===== src/rtl/core/tccw_pkg.sv =====
`default_nettype none

package tccw_pkg;

    // grid defaults
    localparam int DEF_COLUMNS = 80;
    localparam int DEF_ROWS    = 25;

    // field widths
    localparam int ROW_W  = 5;
    localparam int COL_W  = 7;
    localparam int CHAR_W = 8;
    localparam int ATTR_W = 8;
    localparam int CELL_W = 16;

    // character codes
    localparam logic [CHAR_W-1:0] CH_NEWLINE = 8'd10;
    localparam logic [CHAR_W-1:0] CH_RETURN  = 8'd13;
    localparam logic [CHAR_W-1:0] CH_TAB     = 8'd9;
    localparam logic [CHAR_W-1:0] CH_SPACE   = 8'd32;
    localparam logic [2:0]        TAB_STOP   = 3'd4;

    // input opcodes
    localparam logic OP_PUT       = 1'b0;
    localparam logic OP_BACKSPACE = 1'b1;

    // result actions
    localparam logic ACT_CELL   = 1'b0;
    localparam logic ACT_SCROLL = 1'b1;

    // register file
    localparam int                APB_ADDR_W = 3;
    localparam logic              REG_ATTRIBUTE = 1'b0;
    localparam logic [ATTR_W-1:0] ATTR_RESET = 8'h07;

    // command queue between front and back
    localparam int CMDQ_DEPTH = 2;

    typedef enum logic [2:0] {
        CMD_PUT,
        CMD_BACKSPACE,
        CMD_NEWLINE,
        CMD_RETURN,
        CMD_TAB
    } cmd_kind_t;

    typedef struct packed {
        cmd_kind_t         kind;
        logic [CHAR_W-1:0] ch;
    } cmd_t;

    typedef enum logic [1:0] {
        BK_IDLE,
        BK_CELL,
        BK_SCROLL
    } bk_state_t;

endpackage

`default_nettype wire


===== src/rtl/core/text_console_cursor_writer_top.sv =====
// Text console cursor writer. Input words carry a character in tdata[7:0]
// and the opcode (set for backspace) in tuser[0]; output words are cell
// writes or scroll-up commands for a COLUMNS x ROWS text grid, with row,
// column and cell data in tdata, the action in tuser[0] and tlast on the
// final word of each input. The front classifies each input word as it is
// accepted and places it in a two-entry command queue. The back sequencer
// emits at most one result word per cycle, and a word waits in the output
// register while the receiver stalls. Backspace and newline are handled
// as they leave the queue and return gives no result; a printable byte or
// a tab is fetched and then written as cells (one cell, or a space per cell
// up to the next tab stop), with a scroll when a cell wraps past the last row.
// The attribute register (offset 0x0) sets the high byte of every cell and
// resets to 0x07; write it only while the block is idle.

`default_nettype none

module text_console_cursor_writer_top
    import tccw_pkg::*;
#(
    parameter int COLUMNS = DEF_COLUMNS,
    parameter int ROWS    = DEF_ROWS
)
(
    input  wire logic                  clk,
    input  wire logic                  rst_n,
    input  wire logic                  s_tvalid,
    output logic                       s_tready,
    input  wire logic [7:0]            s_tdata,   // [7:0] char_code
    input  wire logic [0:0]            s_tuser,   // [0] opcode
    output logic                       m_tvalid,
    input  wire logic                  m_tready,
    output logic [31:0]                m_tdata,   // [4:0] row, [11:5] col, [27:12] cell_data,
                                                  // [31:28] zero
    output logic [0:0]                 m_tuser,   // [0] action
    output logic                       m_tlast,
    input  wire logic                  psel,
    input  wire logic                  penable,
    input  wire logic                  pwrite,
    input  wire logic [APB_ADDR_W-1:0] paddr,
    input  wire logic [31:0]           pwdata,
    output logic [31:0]                prdata,
    output logic                       pready
);

    logic [ATTR_W-1:0] attr_reg, attr_next;
    logic              reg_sel;
    logic              q_full;
    logic              q_push;
    cmd_t              q_cmd;
    logic              q_not_empty;
    logic              q_pop;
    cmd_t              q_head;

    // attribute register
    assign pready    = 1'b1;
    assign reg_sel   = (paddr[APB_ADDR_W-1:2] == REG_ATTRIBUTE);
    assign attr_next = (psel && penable && pwrite && reg_sel) ?
                       pwdata[ATTR_W-1:0] : attr_reg;
    assign prdata    = reg_sel ? {24'd0, attr_reg} : 32'd0;

    always_ff @(posedge clk or negedge rst_n)
    begin
        if (!rst_n)
        begin
            attr_reg <= ATTR_RESET;
        end
        else
        begin
            attr_reg <= attr_next;
        end
    end

    // front: accept and classify
    tccw_front u_front
    (
        .s_tvalid (s_tvalid),
        .s_tready (s_tready),
        .s_tdata  (s_tdata),
        .s_tuser  (s_tuser),
        .q_full   (q_full),
        .q_push   (q_push),
        .q_cmd    (q_cmd)
    );

    // command queue
    tccw_cmdq u_cmdq
    (
        .clk       (clk),
        .rst_n     (rst_n),
        .push      (q_push),
        .push_cmd  (q_cmd),
        .full      (q_full),
        .pop       (q_pop),
        .not_empty (q_not_empty),
        .head_cmd  (q_head)
    );

    // back: cursor sequencer and output register
    tccw_back #(
        .COLUMNS (COLUMNS),
        .ROWS    (ROWS)
    ) u_back
    (
        .clk       (clk),
        .rst_n     (rst_n),
        .attribute (attr_reg),
        .cmd_valid (q_not_empty),
        .cmd       (q_head),
        .cmd_pop   (q_pop),
        .m_tvalid  (m_tvalid),
        .m_tready  (m_tready),
        .m_tdata   (m_tdata),
        .m_tuser   (m_tuser),
        .m_tlast   (m_tlast)
    );

endmodule

`default_nettype wire


===== src/rtl/core/tccw_front.sv =====
`default_nettype none

module tccw_front
    import tccw_pkg::*;
(
    input  wire logic              s_tvalid,
    output logic                   s_tready,
    input  wire logic [7:0]        s_tdata,   // [7:0] char_code
    input  wire logic [0:0]        s_tuser,   // [0] opcode
    input  wire logic              q_full,
    output logic                   q_push,
    output cmd_t                   q_cmd
);

    // accept whenever the queue has room
    assign s_tready = !q_full;
    assign q_push   = s_tvalid && !q_full;

    // classify the incoming word
    always_comb
    begin
        q_cmd.ch = s_tdata;
        if (s_tuser[0] == OP_BACKSPACE)
        begin
            q_cmd.kind = CMD_BACKSPACE;
        end
        else
        begin
            case (s_tdata)
                CH_NEWLINE: q_cmd.kind = CMD_NEWLINE;
                CH_RETURN:  q_cmd.kind = CMD_RETURN;
                CH_TAB:     q_cmd.kind = CMD_TAB;
                default:    q_cmd.kind = CMD_PUT;
            endcase
        end
    end

endmodule

`default_nettype wire


===== src/rtl/core/tccw_cmdq.sv =====
`default_nettype none

module tccw_cmdq
    import tccw_pkg::*;
(
    input  wire logic clk,
    input  wire logic rst_n,
    input  wire logic push,
    input  cmd_t      push_cmd,
    output logic      full,
    input  wire logic pop,
    output logic      not_empty,
    output cmd_t      head_cmd
);

    localparam int AW = (CMDQ_DEPTH > 1) ? $clog2(CMDQ_DEPTH) : 1;
    localparam logic [AW-1:0] PTR_LAST = AW'(CMDQ_DEPTH - 1);
    localparam logic [AW:0]   CNT_FULL = (AW+1)'(CMDQ_DEPTH);

    cmd_t           entry_reg [CMDQ_DEPTH];
    logic [AW-1:0]  wr_ptr_reg, wr_ptr_next;
    logic [AW-1:0]  rd_ptr_reg, rd_ptr_next;
    logic [AW:0]    count_reg, count_next;
    logic           do_push, do_pop;

    assign full      = (count_reg == CNT_FULL);
    assign not_empty = (count_reg != '0);
    assign head_cmd  = entry_reg[rd_ptr_reg];
    assign do_push   = push && !full;
    assign do_pop    = pop && not_empty;

    // pointer and count update
    always_comb
    begin
        wr_ptr_next = wr_ptr_reg;
        rd_ptr_next = rd_ptr_reg;
        count_next  = count_reg;
        if (do_push)
        begin
            wr_ptr_next = (wr_ptr_reg == PTR_LAST) ? '0 : wr_ptr_reg + 1'b1;
        end
        if (do_pop)
        begin
            rd_ptr_next = (rd_ptr_reg == PTR_LAST) ? '0 : rd_ptr_reg + 1'b1;
        end
        if (do_push && !do_pop)
        begin
            count_next = count_reg + 1'b1;
        end
        else if (do_pop && !do_push)
        begin
            count_next = count_reg - 1'b1;
        end
    end

    always_ff @(posedge clk or negedge rst_n)
    begin
        if (!rst_n)
        begin
            wr_ptr_reg <= '0;
            rd_ptr_reg <= '0;
            count_reg  <= '0;
        end
        else
        begin
            wr_ptr_reg <= wr_ptr_next;
            rd_ptr_reg <= rd_ptr_next;
            count_reg  <= count_next;
        end
    end

    // entry storage
    always_ff @(posedge clk)
    begin
        if (do_push)
        begin
            entry_reg[wr_ptr_reg] <= push_cmd;
        end
    end

endmodule

`default_nettype wire


===== src/rtl/core/tccw_back.sv =====
`default_nettype none

module tccw_back
    import tccw_pkg::*;
#(
    parameter int COLUMNS = DEF_COLUMNS,
    parameter int ROWS    = DEF_ROWS
)
(
    input  wire logic              clk,
    input  wire logic              rst_n,
    input  wire logic [ATTR_W-1:0] attribute,
    input  wire logic              cmd_valid,
    input  cmd_t                   cmd,
    output logic                   cmd_pop,
    output logic                   m_tvalid,
    input  wire logic              m_tready,
    output logic [31:0]            m_tdata,   // [4:0] row, [11:5] col, [27:12] cell_data,
                                              // [31:28] zero
    output logic [0:0]             m_tuser,   // [0] action
    output logic                   m_tlast
);

    localparam logic [COL_W-1:0] COL_LAST = COL_W'(COLUMNS - 1);
    localparam logic [ROW_W-1:0] ROW_LAST = ROW_W'(ROWS - 1);

    bk_state_t          state_reg, state_next;
    logic [ROW_W-1:0]   line_reg, line_next;
    logic [COL_W-1:0]   col_reg, col_next;
    logic [2:0]         cnt_reg, cnt_next;
    logic [CHAR_W-1:0]  ch_reg, ch_next;

    logic               out_valid_reg, out_valid_next;
    logic               out_action_reg;
    logic [ROW_W-1:0]   out_row_reg;
    logic [COL_W-1:0]   out_col_reg;
    logic [CELL_W-1:0]  out_cell_reg;
    logic               out_last_reg;

    logic               slot_free;
    logic               emit;
    logic               e_action;
    logic [ROW_W-1:0]   e_row;
    logic [COL_W-1:0]   e_col;
    logic [CHAR_W-1:0]  e_ch;
    logic               e_last;
    logic               wrap;
    logic               wrap_scroll;

    assign slot_free   = !out_valid_reg || m_tready;
    assign wrap        = (col_reg == COL_LAST);
    assign wrap_scroll = wrap && (line_reg == ROW_LAST);

    // sequencer: at most one result word per cycle, while the output slot is free
    always_comb
    begin
        state_next = state_reg;
        line_next  = line_reg;
        col_next   = col_reg;
        cnt_next   = cnt_reg;
        ch_next    = ch_reg;
        cmd_pop    = 1'b0;
        emit       = 1'b0;
        e_action   = ACT_CELL;
        e_row      = line_reg;
        e_col      = col_reg;
        e_ch       = CH_SPACE;
        e_last     = 1'b1;
        case (state_reg)
            BK_IDLE:
            begin
                if (cmd_valid && slot_free)
                begin
                    cmd_pop = 1'b1;
                    case (cmd.kind)
                        CMD_BACKSPACE:
                        begin
                            if (col_reg != '0)
                            begin
                                col_next = col_reg - 1'b1;
                            end
                            else if (line_reg != '0)
                            begin
                                line_next = line_reg - 1'b1;
                                col_next  = COL_LAST;
                            end
                            emit  = 1'b1;
                            e_row = line_next;
                            e_col = col_next;
                        end
                        CMD_NEWLINE:
                        begin
                            col_next = '0;
                            if (line_reg == ROW_LAST)
                            begin
                                emit     = 1'b1;
                                e_action = ACT_SCROLL;
                                e_row    = '0;
                                e_col    = '0;
                            end
                            else
                            begin
                                line_next = line_reg + 1'b1;
                            end
                        end
                        CMD_RETURN:
                        begin
                            col_next = '0;
                        end
                        CMD_TAB:
                        begin
                            cnt_next   = TAB_STOP - {1'b0, col_reg[1:0]};
                            ch_next    = CH_SPACE;
                            state_next = BK_CELL;
                        end
                        default:
                        begin
                            cnt_next   = 3'd1;
                            ch_next    = cmd.ch;
                            state_next = BK_CELL;
                        end
                    endcase
                end
            end
            BK_CELL:
            begin
                if (slot_free)
                begin
                    emit     = 1'b1;
                    e_ch     = ch_reg;
                    e_last   = (cnt_reg == 3'd1) && !wrap_scroll;
                    cnt_next = cnt_reg - 1'b1;
                    if (wrap)
                    begin
                        col_next = '0;
                        if (wrap_scroll)
                        begin
                            state_next = BK_SCROLL;
                        end
                        else
                        begin
                            line_next = line_reg + 1'b1;
                        end
                    end
                    else
                    begin
                        col_next = col_reg + 1'b1;
                    end
                    if (!wrap_scroll && cnt_reg == 3'd1)
                    begin
                        state_next = BK_IDLE;
                    end
                end
            end
            BK_SCROLL:
            begin
                if (slot_free)
                begin
                    emit       = 1'b1;
                    e_action   = ACT_SCROLL;
                    e_row      = '0;
                    e_col      = '0;
                    e_last     = (cnt_reg == '0);
                    state_next = (cnt_reg == '0) ? BK_IDLE : BK_CELL;
                end
            end
            default:
            begin
                state_next = BK_IDLE;
            end
        endcase
    end

    always_ff @(posedge clk or negedge rst_n)
    begin
        if (!rst_n)
        begin
            state_reg <= BK_IDLE;
            line_reg  <= '0;
            col_reg   <= '0;
            cnt_reg   <= '0;
        end
        else
        begin
            state_reg <= state_next;
            line_reg  <= line_next;
            col_reg   <= col_next;
            cnt_reg   <= cnt_next;
        end
    end

    always_ff @(posedge clk)
    begin
        ch_reg <= ch_next;
    end

    // output register
    assign out_valid_next = slot_free ? emit : out_valid_reg;

    always_ff @(posedge clk or negedge rst_n)
    begin
        if (!rst_n)
        begin
            out_valid_reg <= 1'b0;
        end
        else
        begin
            out_valid_reg <= out_valid_next;
        end
    end

    always_ff @(posedge clk)
    begin
        if (slot_free && emit)
        begin
            out_action_reg <= e_action;
            out_row_reg    <= e_row;
            out_col_reg    <= e_col;
            out_cell_reg   <= {attribute, e_ch};
            out_last_reg   <= e_last;
        end
    end

    assign m_tvalid = out_valid_reg;
    assign m_tdata  = {4'b0000, out_cell_reg, out_col_reg, out_row_reg};
    assign m_tuser  = out_action_reg;
    assign m_tlast  = out_last_reg;

endmodule

`default_nettype wire


===== config.mk =====
export PLATFORM = sky130hd
export DESIGN_NAME = text_console_cursor_writer_top
export DESIGN_NICKNAME = d
export VERILOG_FILES = /design/src/rtl/core/tccw_pkg.sv /design/src/rtl/core/text_console_cursor_writer_top.sv /design/src/rtl/core/tccw_front.sv /design/src/rtl/core/tccw_cmdq.sv /design/src/rtl/core/tccw_back.sv
export SDC_FILE = /design/constraint.sdc
export NUM_CORES = 1
export LEC_CHECK = 0
export BUFFER_PORTS_ARGS = -buffer_cell sky130_fd_sc_hd__buf_2
export CAP_MARGIN = 10
export CORE_MARGIN = 2
export CORE_UTILIZATION = 58
export CTS_CLUSTER_DIAMETER = 100
export CTS_CLUSTER_SIZE = 25
export DETAILED_ROUTE_END_ITERATION = 7
export MAX_ROUTING_LAYER = met4
export PLACE_DENSITY = 0.86
export SYNTH_ARGS = -nofsm -noshare
export SYNTH_HDL_FRONTEND = slang
export SYNTH_SLANG_ARGS = --single-unit

===== constraint.sdc =====
create_clock -name clk -period 4.7 [get_ports clk]
set_input_delay 0 -clock clk [delete_from_list [all_inputs] [get_ports clk]]
set_output_delay 0 -clock clk [all_outputs]
set_load 0.02 [all_outputs]

[Yosys cells after proc, flatten, opt, wreduce, memory -nomap -nowiden]
Memory sizes are Yosys's and may differ from the RTL's.
Cells that the tools add are included.
Word-level totals
  memories: 1
  bits in writable memories: 22
  register bits after elaboration: 68
  output and inout bits: 69
  word-level logic and storage cells: 149
  input bits: 51
Memory list
  u_cmdq.entry_reg: depth 2, width 11, read ports 1, clocked after memory_dff 0, wr ports 1, RTL line tccw_cmdq.sv:20  | cmd_t entry_reg [CMDQ_DEPTH];
Cells by class
  eq/ne operators: 24
  bitwise logic cells: 2
  mux-type cells: 62
  $add $sub $neg: 10
  reduce and logical (&&, ||, !) cells: 34
Operators by type and width (number)
  two-way mux 7 bit: 8
  one-hot mux 7 bit (2 select lines): 4
  two-way mux 5 bit: 10
  one-hot mux 5 bit (2 select lines): 4
  equality test 8 x 4 -> 1 bit, second input constant: 3
  two-way mux 2 bit: 9
  one-hot mux 8 bit (2 select lines): 1
  two-way mux 1 bit: 14
  logical AND 1 bit: 12
  one-hot mux 3 bit (2 select lines): 2
  two-way mux 3 bit: 3
  != test 3 bit, second input constant: 3
  one-hot mux 3 bit (3 select lines): 1
  two-way mux 8 bit: 1
  != test 2 x 1 -> 1 bit, second input constant: 4
  one-hot mux 1 bit (2 select lines): 4
  AND reduction 4 bit: 2
  adder 7 x 1 -> 7 bit, second input constant: 1
  equality test 7 bit, second input constant: 1
  AND reduction 7 bit: 1
  nonzero test 7 bit: 1
  subtractor 7 x 1 -> 7 bit, second input constant: 1
  equality test 3 x 1 -> 1 bit, second input constant: 2
  equality test 3 x 2 -> 1 bit, second input constant: 2
  other kinds (26): 38

[Depth between registers and ports, before layout]
Gate-level depths: netlist (run 1).
  depth after elaboration: 9
  gate-level depth with buffers: 9
  mapped depth without buffers: 7

[Modules after synthesis]
From an unflattened synthesis (run 1), not the netlist that was laid out.
Unflattened totals
  cells, all modules: 457
  area total of the unflattened synthesis: 5063.6 µm²
Modules (own cells, without submodules)
  tccw_back: seq. area each 1591.5 µm², cells each 332, area an instance 3290.7 µm², times used 1
  tccw_cmdq: seq. area each 760.7 µm², cells each 53, area an instance 1039.7 µm², times used 1
  text_console_cursor_writer_top: seq. area each 203.9 µm², cells each 52, area an instance 583.1 µm², times used 1
  tccw_front: seq. area each 0.0 µm², cells each 20, area an instance 150.1 µm², times used 1

[Worst setup path after synthesis (run 1)]
OpenSTA, ideal clock, no wires.
  path type: reg2reg
  start: memory u_cmdq.entry_reg[0][8] (netlist name)
  end: register u_back.out_last_reg (netlist: u_back.m_tlast), enable pin
  setup time: 0.417 ns
  buffers on the path: 0
  data required time: 4.283 ns
  arrival time: 2.698 ns
  stages on the path, launching flop included: 6
  clock period less this slack: 3.115 ns
  path slack: 1.585 ns
  path through: edfxtp_1 -> or4b_1 -> a21o_1 -> a21oi_1 -> o21bai_1 -> nor2_1
On the way
  longest elaborated chain between the ends: 6
  elaborated cells on any way between the ends: 7
  those cells by class: 2 x eq/ne; 3 x mux; 1 x reduce/logical; 1 x memory
RTL lines
  start: declaration: RTL line tccw_cmdq.sv:20
  memory (2 x 11 bit) *
  equality test 3 x 2 -> 1 bit or equality test 3 x 1 -> 1 bit (tied branches): RTL line tccw_back.sv:75  | case (cmd.kind)
  one-hot mux 1 bit (2 select lines) *: RTL line tccw_back.sv:75
  two-way mux 1 bit *: RTL line tccw_back.sv:72  | if (cmd_valid && slot_free)
  one-hot mux 1 bit (2 select lines) *: RTL line tccw_back.sv:69  | case (state_reg)
  logical AND 1 bit *: RTL line tccw_back.sv:214  | if (slot_free && emit)
  end signal: assignment: RTL line tccw_back.sv:220  | out_last_reg <= e_last;
  end: declaration: RTL line tccw_back.sv:38  | logic out_last_reg;
Mark *: on every way between the ends. The rest lies on a longest branch, timed or not.
A chain may end at the register's enable or synchronous reset.

[Final worst setup path (run 1)]
  start: register u_cmdq.rd_ptr_reg
  end: register u_back.out_row_reg[0], data pin
On the way
  longest elaborated chain between the ends: 5
  elaborated cells on any way between the ends: 6
  those cells by class: 2 x eq/ne; 3 x mux; 1 x memory
RTL lines
  start: declaration: RTL line tccw_cmdq.sv:22  | logic [AW-1:0] rd_ptr_reg, rd_ptr_next;
  start signal: assignment: RTL line tccw_cmdq.sv:67  | rd_ptr_reg <= rd_ptr_next;
  memory (2 x 11 bit) *
  equality test 3 x 2 -> 1 bit or equality test 3 x 1 -> 1 bit (tied branches): RTL line tccw_back.sv:75
  one-hot mux 5 bit (2 select lines) *: RTL line tccw_back.sv:75
  two-way mux 5 bit *: RTL line tccw_back.sv:72
  one-hot mux 5 bit (2 select lines) *: RTL line tccw_back.sv:69
  net u_back.e_row[0]: RTL line tccw_back.sv:43  | logic [ROW_W-1:0] e_row;
  end signal: assignment: RTL line tccw_back.sv:217  | out_row_reg <= e_row;
  end: declaration: RTL line tccw_back.sv:35  | logic [ROW_W-1:0] out_row_reg;
The timed path passes the listed nets; every way through them passes the cells marked *.

==> summary.md, run 1 <==
| Metric | Value |
|---|---|
| Sink Count | 90 |
| Clock Latency Late Sink | ~370 ps |
| Vias in the first global route | 3341 |
| Gate Count Post-Synth | around 450 |
| # nets final | 586 |
| Finished Cell Area | about 5600 µm² |
| Max FO, Critical Path | 22 |
| First-pass GRT wire length | 16.0 mm |
| Post-DR vias/cell | just under 6 |
| Setup TNS | 0 ps |
| Synthesized area per cell | 10.9 µm² |
| Worst EP required | around 4800 ps |
| Register share of total power | 0.400 |
| Ports | 120 |
| Die width | 95.7 µm |
| Arr. time, crit path | 2920 ps |
| VDD IR max | approximately 0.33 mV |
| Post-DP HPWL | 6.70 mm |
| Post-synth top area cell | edfxtp_1 |
| Synth top area share | 0.370 |
| Layout cell share with drive strength beyond 1 | 0.216 |
| DR iter-0 viols | 250 |
| Combinational fraction of design power | 0.446 |
| Initial Util | 0.596 |
| Dominant synthesized flop cell | edfxtp_1 |
| Post-Place Worst Slack | 1930 ps |
| CTS Buf Count | 9 |
| Clock-pin slew on the worst setup and hold paths | around 100 ps |
| Port Buffer Count | 64 |
| Gp weighted congestion | 0.903 |
| Post-synth cell types | between 70 and 80 |
| Max frequency | 353 MHz |
| Overall Global Routing Usage | 0.232 |
| Die height | 95.7 µm |
| Worst Hold Class | in2async |
| Max FFs per register | 22 |
| Critical path launch point type | flip-flop |
| Outcome | complete, no violations |
| Async set or reset register ratio after synthesis | 0.333 |
| H-Tree Level Count | 3 |
| Clock Path Buffers | 2 |
| Core Box Area | 8180 µm² |
| Period utilization | 0.603 |
| Via Count | 3698 |
| Sw Ratio | 0.429 |
| Total grt overflow | 0 |
| Residual DRC | 0 |
| DR pass1 iterations | 7 |
| YS warnings | 0 |
| MaxCap Viol Count | 0 |
| Largest cells by area after synthesis | edfxtp_1 (37%), dfrtp_1 (14%), buf_4 (4.6%) |
| Number of synthesized flops with an enable pin | 60 |
| Largest net degree at the start of global routing | 31 |
| Pwr dens | 655 nW/µm² |
| CP endpoint kind | flip-flop |
| Clk pwr share | 0.154 |
| Area grow syn2layout | 14.0% |
| DRT antenna net count | 0 |
| Slew @ Worst Pin | 882 ps |
| Switching power | 1.56 mW |
| Antenna Cells | 0 |
| Clock tree from TritonCTS | yes |
| Layout Utilization | 0.680 |
| Rows | 33 |
| Register bit total from synthesis | 90 |
| CTS Root Cell | clkbuf_8 |
| Pleak | 2.27 nW |
| Setup violators final | 0 |
| RSZ-0062 raised after global routing | no |
| Final min period | 2830 ps |
| Max-slew violations | 0 |
| Overall power | 3.64 mW |
| Total Wirelength | 9.72 mm |
| Max-Slew Margin vs Limit | 0.410 |
| Initial antenna violation count | 0 |
| Die area | 9150 µm² |
| Mapped Area | slightly below 5000 µm² |
| CP Class | reg2reg |
| Sequential share of the synthesized area | 0.524 |
| Layout Skew | 11.6 ps |
| Pint | 2.08 mW |
| Hold Violations, Final | 0 |
| Placed cell area | slightly above 5000 µm² |
| Worst setup margin | 1870 ps |
| Wire per inst | ~15 µm |
-- worst max-delay path: stages (launching register included) --
cell	delay (ps)
dfrtp_1	690
or4b_1	690
a21o_1	240
a211o_1	310
a21oi_2	420
a31oi_1	210
-- logic make-up (layout without fill, tap and decap cells) --
family | after synthesis | after routing | share of synthesized area
compound gates | 109 | 109 | 0.150
xor+xnor | 8 | 8 | 0.0144
fa+ha+maj | 13 | 13 | 0.0334
mux | 18 | 18 | 0.0395
other cells | 2 | 29 | 0.00154
buf+inv | 68 | 122 | 0.0767
flops | 90 | 90 | 0.524
simple gates | 138 | 138 | 0.160
-- what timing repair did --
item / in CTS / in global routing
buffers inserted: 0 / 0
gates resized for setup: 0 / 0
hold endpoints to repair: 58 / 0
hold buffers: 19 / 0
-- worst paths after layout --
check | startpoint | end | depth (start not counted) | slack [ps]
max | u_cmdq.rd_ptr_reg | u_back.out_row_reg[0] | 5 | 1870
min | rst_n | u_back.line_reg[4] | 2 | 210
max reg2reg | u_cmdq.rd_ptr_reg | u_back.out_row_reg[0] | 5 | 1870
min reg2reg | attr_reg[5] | u_back.out_cell_reg[13] | 0 | 460
max in group asynchronous | rst_n | attr_reg[7] | 2 | 4020
min in group clk | m_tready | u_back.m_tvalid | 3 | 210
-- cell usage in the layout (no fill, tap or decap), types with 7 or more instances in the layout --
cell	n
dlygate4sd3_1	19
buf_2	64
o21ai_0	27
and3_1	14
mux2_2	10
nand3_1	8
inv_1	20
nand2_1	19
dfrtp_1	27
a21oi_1	25
clkbuf_8	9
nor2_1	34
ha_1	13
nor3_1	7
nor2b_1	11
a31oi_1	7
conb_1	29
edfxtp_1	60
mux2i_1	8
-- stage by stage --
| step | instances | hold slack, ps |
|---|---|---|
| 6_report | 632 | 206 |
| 2_1_floorplan | 473 | -296 |
| 3_5_place_dp | 597 | 92.5 |
| 5_1_grt | 632 | 251 |
| 3_3_place_gp | 597 | 96.5 |
| 4_1_cts | 632 | 193 |
-- power groups by stage --
stage | clock (mW) | sequential [mW] | combinational [mW]
final | 0.561 | 1.46 | 1.62
after global routing | 0.606 | 1.49 | 1.79
after detailed placement | 0 | 1.47 | 1.59
after CTS | 0.571 | 1.45 | 1.61
after floorplan | 0 | 1.53 | 1.13
after global placement | 0 | 1.45 | 1.54
-- final cells by class --
cell class	instances	area, µm²
multi-input cells	315	2050
clock buffers	9	124
inverters	21	78.8
clock inverters	7	92.6
flip-flops and latches	90	2560
fillers	617	2620
repair buffers	85	526
well taps	105	131
-- cell usage after synthesis (4+ instances only) --
master,count
a211o_1,5
a211oi_1,4
a21o_1,5
a21oi_1,25
a31oi_1,7
and3_1,14
buf_2,5
buf_4,30
clkbuf_1,12
dfrtp_1,27
edfxtp_1,60
ha_1,13
inv_1,20
mux2_2,10
mux2i_1,8
nand2_1,19
nand2b_1,6
nand3_1,8
nor2_1,35
nor2b_1,11
nor3_1,7
nor3b_1,4
o21ai_0,27
o22ai_1,5
or2_2,4
or3_1,6
xnor2_1,6
-- metal layers --
layer / global-route usage / part of all wire / vias to the layer above
li1: - / - / 1748
met1: 0.295 / 0.42 / 1744
met2: 0.371 / 0.49 / 178
met3: 0.0316 / 0.064 / 28
met4: 0.110 / 0.029 / 0
met5: - / 0 / -
No activity file was read; power rests on OpenSTA's default activity.
==> run 2, diff against run 1 <==
--- a/config.mk
+++ b/config.mk
@@ -8,12 +8,12 @@
 export BUFFER_PORTS_ARGS = -buffer_cell sky130_fd_sc_hd__buf_2
 export CAP_MARGIN = 10
 export CORE_MARGIN = 2
-export CORE_UTILIZATION = 58
+export CORE_UTILIZATION = 49
 export CTS_CLUSTER_DIAMETER = 100
 export CTS_CLUSTER_SIZE = 25
 export DETAILED_ROUTE_END_ITERATION = 7
 export MAX_ROUTING_LAYER = met4
-export PLACE_DENSITY = 0.86
+export PLACE_DENSITY = 0.77
 export SYNTH_ARGS = -nofsm -noshare
 export SYNTH_HDL_FRONTEND = slang
 export SYNTH_SLANG_ARGS = --single-unit
==> constraint.sdc (replaced) <==
create_clock -name clk -period 2.4 [get_ports clk]
set_input_delay 0 -clock clk [delete_from_list [all_inputs] [get_ports clk]]
set_output_delay 0 -clock clk [all_outputs]
set_load 0.02 [all_outputs]
==> run 2 against run 1 <==
- combinational power up 140%
- count of clock-buffer cells in the layout up 2
- cell count up 9.7%
- routed wire length up 9.8%
- highest routed layer unchanged
- non-clock buffer count up 33
- largest cell class unchanged
==> summary.md, run 2 (synthesized netlist as in run 1, its figures left out) <==
| Metric | Value |
|---|---|
| R2R Setup Slk | 60 ps |
| Clock-pin slew on the worst setup and hold paths | 90 ps |
| Die width | 104 µm |
| Outcome | complete, no violations |
| Initial Util | 0.501 |
| Sink Count | 90 |
| Arr. time, crit path | 2450 ps |
| Wire per inst | 15.4 µm |
| Overall power | 7.61 mW |
| Worst Hold Class | in2reg |
| Clock tree from TritonCTS | yes |
| Largest net degree at the start of global routing | 31 |
| Most frequent cells in the layout | buf_2 (64), edfxtp_1 (60), nor2_1 (34) |
| Clock Latency Late Sink | 370 ps |
| Layout cell share with drive strength beyond 1 | 0.264 |
| Initial antenna violation count | 0 |
| DRT antenna net count | 0 |
| Worst path slowest cell | or4b_2 |
| RSZ-0062 raised after global routing | yes |
| # nets final | 619 |
| Die height | between 100 and 150 µm |
| Total Wirelength | 10.7 mm |
| Pwr dens | 1300 nW/µm² |
| WHS Endpoint | u_back.m_tvalid |
| Hold Violations, Final | 0 |
| FF-to-FF Start | u_back.line_reg[1] |
| Capturing point of the worst reg2reg path | u_back.out_col_reg[2] |
| CTS Buf Count | 9 |
| Finished Cell Area | 5880 µm² |
| Worst path max stage delay | roughly 700 ps |
| Post-CTS setup buffers | 0 |
| Most common cell after layout, fill and taps aside | buf_2 |
| First-pass GRT wire length | 17.6 mm |
| CTS Root Cell | clkbuf_8 |
| Worst Reg-to-Reg Cells | 7 |
| Clock Path Buffers | 2 |
| Multi-input combinational cell area | between 2000 and 2500 µm² |
| Pleak | 2.43 nW |
| Register Area | 2560 µm² |
| MaxCap Viol Count | 0 |
| Final Hold Slack | between 150 and 200 ps |
| Period utilization | 0.975 |
| Antenna Cells | 0 |
| CP Class | reg2reg |
| DR iter-0 viols | 234 |
| CP dominant cell by count | o21ai_0 |
| Critical-path cell list | inv_1 > ha_1 > or4b_2 > nor4_2 > nor3b_1 > o21ai_0 > o21ai_0 |
| Residual DRC | 0 |
| DR pass1 iterations | 5 |
| Layout Skew | approximately 15 ps |
| Max FO, Critical Path | 6 |
| Ports | 120 |
| VDD IR max | 0.423 mV |
| Max-Slew Margin vs Limit | 0.517 |
| Cell class contributing the biggest share of worst-path delay | simple AND/OR/NAND/NOR gates |
| Max frequency | 427 MHz |
| Max FFs per register | 22 |
| Via Count | 3754 |
| Hold Crit Start | m_tready |
| Post-DP HPWL | 7.60 mm |
| Rows | 36 |
| Area grow syn2layout | 20.5% |
| Placed cell area | 5460 µm² |
| Hold Crit Depth | 4 |
| Die area | 10800 µm² |
| Port Buffer Count | 64 |
| Max-slew violations | 0 |
| Buf/Inv on CP | 1 |
| Core Box Area | 9730 µm² |
| Final min period | 2340 ps |
| Layout Cells excl Fill | 693 |
| Overall Global Routing Usage | 0.208 |
| Slew @ Worst Pin | just over 700 ps |
| Post-DR vias/cell | 5.42 |
| Total grt overflow | 0 |
| Dpl cells | between 600 and 700 |
| CP startpoint | u_back.line_reg[1] |
| Setup violators final | 0 |
| Worst EP required | 2510 ps |
| H-Tree Level Count | 3 |
| Setup TNS | 0 ps |
| Vias in the first global route | 3595 |
| Fillers | 808 |
| Gp weighted congestion | between 0.9 and 1 |
| Critical path launch point type | flip-flop |
| CP endpoint kind | flip-flop |
==> run 2: what timing repair did <==
| item | in CTS | in global routing |
|---|---|---|
| setup endpoints to repair | 0 | 17 |
| endpoints found under the hold margin | 58 | 0 |
| hold buffers | 19 | 0 |
| gates resized for setup | 0 | 3 |
==> run 2: tightest hold or removal path: cells and delay by family <==
family | cells | cell delay, ps
and+or+nand+nor | 2 | 240
buffers and inverters | 2 | 280
==> run 2: through the flow <==
stage	setup WS, ps	util
after floorplan	83.9	-
after global placement	116	0.561
after detailed placement	57.8	0.561
after CTS	52.6	0.602
after global routing	-45.2	0.604
final	58.8	0.604
==> run 2: area by class of cell <==
| cell class | count | area share |
|---|---|---|
| flip-flops and latches | 90 | 0.435 |
| multi-input cells | 315 | 0.353 |
| repair buffers | 118 | 0.136 |
| well taps | 133 | 0.0283 |
| clock buffers | 11 | 0.0241 |
| inverters | 21 | 0.0134 |
| clock inverters | 5 | 0.0106 |
==> run 2: where the power goes <==
group | switching (mW) | internal, mW
logic | 2.31 | 1.52
clock network | 0.554 | 0.518
registers | 0.310 | 2.40
==> run 2: how the worst max path moves through the flow <==
stage / endpoint / slack (ps) / cells after the start
floorplan: u_back.m_tlast / 80 / 5
global placement: u_back.out_col_reg[2] / 120 / 7
detailed placement: u_back.out_col_reg[2] / 60 / 7
CTS: u_back.out_col_reg[2] / 50 / 7
global route: u_back.out_col_reg[0] / -50 / 7
finish: u_back.out_col_reg[2] / 60 / 7
==> run 2: per-layer routing <==
| layer | up-vias | wire length [µm] | GRT usage | share of wire |
|---|---|---|---|---|
| met4 | 0 | 181 | 0.0859 | 0.017 |
| met2 | 148 | 5300 | 0.346 | 0.50 |
| met3 | 20 | 609 | 0.0403 | 0.057 |
| li1 | 1807 | - | - | - |
| met1 | 1779 | 4590 | 0.250 | 0.43 |
| met5 | - | 0 | - | 0 |
==> run 3, diff against run 2 <==
--- a/config.mk
+++ b/config.mk
@@ -8,12 +8,12 @@
 export BUFFER_PORTS_ARGS = -buffer_cell sky130_fd_sc_hd__buf_2
 export CAP_MARGIN = 10
 export CORE_MARGIN = 2
-export CORE_UTILIZATION = 49
+export CORE_UTILIZATION = 44
 export CTS_CLUSTER_DIAMETER = 100
 export CTS_CLUSTER_SIZE = 25
 export DETAILED_ROUTE_END_ITERATION = 7
 export MAX_ROUTING_LAYER = met4
-export PLACE_DENSITY = 0.77
+export PLACE_DENSITY = 0.7
 export SYNTH_ARGS = -nofsm -noshare
 export SYNTH_HDL_FRONTEND = slang
 export SYNTH_SLANG_ARGS = --single-unit
==> run 3 against run 2 <==
- design area up 0.83%
- clock power increased by 5%
- total power is 0.32% higher
- clock skew grew 3.6 ps
- largest power group unchanged
- highest routed layer unchanged
==> summary.md, run 3 (synthesized netlist as in run 1, its figures left out) <==
| Metric | Value |
|---|---|
| Ports | 120 |
| Dpl cells | 666 |
| Layout Skew | 18.2 ps |
| Clock-pin slew on the worst setup and hold paths | 110 ps |
| Most frequent cells in the layout | buf_2 (64), edfxtp_1 (60), nor2_1 (34), buf_4 (34), conb_1 (29) |
| Initial Util | 0.450 |
| Post-DR vias/cell | 5.35 |
| DRT antenna net count | 0 |
| Die area | 11900 µm² |
| Initial antenna violation count | 0 |
| Clock Path Buffers | 2 |
| Clock tree from TritonCTS | yes |
| R2R Setup Slk | approximately 110 ps |
| Die width | 109 µm |
| Layout Cells excl Fill | 701 |
| Worst path slowest cell | or4_1 |
| Clock Latency Late Sink | 380 ps |
| CP endpoint kind | flip-flop |
| Arr. time, crit path | ~2500 ps |
| Largest net degree at the start of global routing | 31 |
| Post-Place Worst Slack | 20.3 ps |
| Worst Reg-to-Reg Cells | 7 |
| DR iter-0 viols | 249 |
| CTS Buf Count | 9 |
| Period utilization | 0.955 |
| Antenna Cells | 0 |
| Slew @ Worst Pin | just over 700 ps |
| Rows | 38 |
| Finished Cell Area | 5920 µm² |
| CP dominant cell by count | a211o_1 |
| Worst EP required | 2640 ps |
| Gp weighted congestion | about 0.9 |
| Total grt overflow | 0 |
| Post-DP HPWL | 7.53 mm |
| # nets final | between 600 and 700 |
| VDD IR max | approximately 0.51 mV |
| Capturing point of the worst reg2reg path | u_back.line_reg[1] |
| Outcome | complete, no violations |
| Worst path max stage delay | 510 ps |
| Most common cell after layout, fill and taps aside | buf_2 |
| Core Box Area | 10800 µm² |
| Layout cell share with drive strength beyond 1 | 0.273 |
| Pleak | 2.45 nW |
| Layout Utilization | 0.547 |
| MaxCap Viol Count | 0 |
| WHS Endpoint | u_back.m_tvalid |
| CTS Root Cell | clkbuf_8 |
| Hold Violations, Final | 0 |
| Post-CTS setup buffers | 0 |
| Worst setup margin | 108 ps |
| H-Tree Level Count | 3 |
| Critical-path cell list | inv_1 > ha_2 > nor2_1 > a211o_1 > a211o_1 > and3_1 > or4_1 |
| DR pass1 iterations | 5 |
| Max FFs per register | 22 |
| Max-Slew Margin vs Limit | 0.526 |
| Residual DRC | 0 |
| Pwr dens | 1290 nW/µm² |
| Die height | 109 µm |
| Max FO, Critical Path | 5 |
| First-pass GRT wire length | about 17 mm |
| CP Class | reg2reg |
| Overall Global Routing Usage | 0.185 |
| RSZ-0062 raised after global routing | no |
| Area grow syn2layout | 21.5% |
| Max-slew violations | 0 |
| Setup violators final | 0 |
| Wire per inst | ~15 µm |
| Worst Hold Class | in2reg |
| Hold Crit Depth | 4 |
| Max frequency | 436 MHz |
| Setup TNS | 0 ps |
| Critical path launch point type | flip-flop |
| FF-to-FF Start | u_back.state_reg[1] |
| Placed cell area | ~5500 µm² |
| Final min period | 2290 ps |
| Port Buffer Count | 64 |
| Hold Crit Start | m_tready |
| Vias in the first global route | 3423 |
| Via Count | about 3700 |
| Total Wirelength | 10.4 mm |
| Sink Count | 90 |
==> run 3: cell count changes in the layout (fill, tap and decap cells not counted), moves of 2 or more <==
| cell | before | now |
|---|---|---|
| inv_6 | 2 | 0 |
| inv_8 | 0 | 3 |
| nand3_1 | 8 | 6 |
| nand3_2 | 1 | 3 |
==> run 3: worst max path at each step <==
stage,start,end,slack [ps],cells after the start
5_1_grt,u_back.state_reg[1],u_back.line_reg[1],30,7
2_1_floorplan,u_cmdq.entry_reg[0][8],u_back.m_tlast,80,5
3_3_place_gp,u_back.line_reg[1],u_back.out_col_reg[2],90,7
3_5_place_dp,u_back.line_reg[1],u_back.line_reg[1],20,6
6_report,u_back.state_reg[1],u_back.line_reg[1],110,7
4_1_cts,u_back.line_reg[1],u_back.line_reg[1],10,6
==> run 3: what timing repair did <==
item | CTS | global route
gates resized for setup | 0 | 7
setup endpoints to repair | 0 | 44
hold buffers | 19 | 0
hold endpoints to repair | 58 | 0
==> run 3: worst max-delay path, delay by kind of cell, from the launching register on <==
family | cells | cell delay, ps
and+or+nand+nor | 3 | 750
DFF | 1 | 410
AOI/OAI and AO/OA | 2 | 640
buffers and inverters | 1 | 120
adders and majority gates | 1 | 240
==> run 3: routing by layer <==
layer	up-vias	global-route usage	wire length, µm	part of all wire
met2	134	0.299	5020	0.48
met5	-	-	0	0
li1	1814	-	-	-
met3	20	0.0406	532	0.051
met4	0	0.0552	182	0.018
met1	1780	0.234	4660	0.45
==> run 3: cell type report <==
type	count	area, µm²
repair buffers	119	806
clock inverters	7	96.3
inverters	21	78.8
well taps	140	175
multi-input cells	315	2090
fillers	936	4920
clock buffers	9	124
flip-flops and latches	90	2560
==> run 3: report_power, final <==
group | leakage, nW | internal (mW) | switching (mW)
sequential | 0.928 | 2.40 | 0.315
combinational | 1.41 | 1.53 | 2.28
clock | 0.108 | 0.513 | 0.605
==> run 3: through the flow <==
stage	hold slack (ps)	power, mW
floorplan	-296	5.22
global placement	109	6.38
detailed placement	108	6.47
CTS	117	7.62
global route	152	8.20
finish	143	7.64
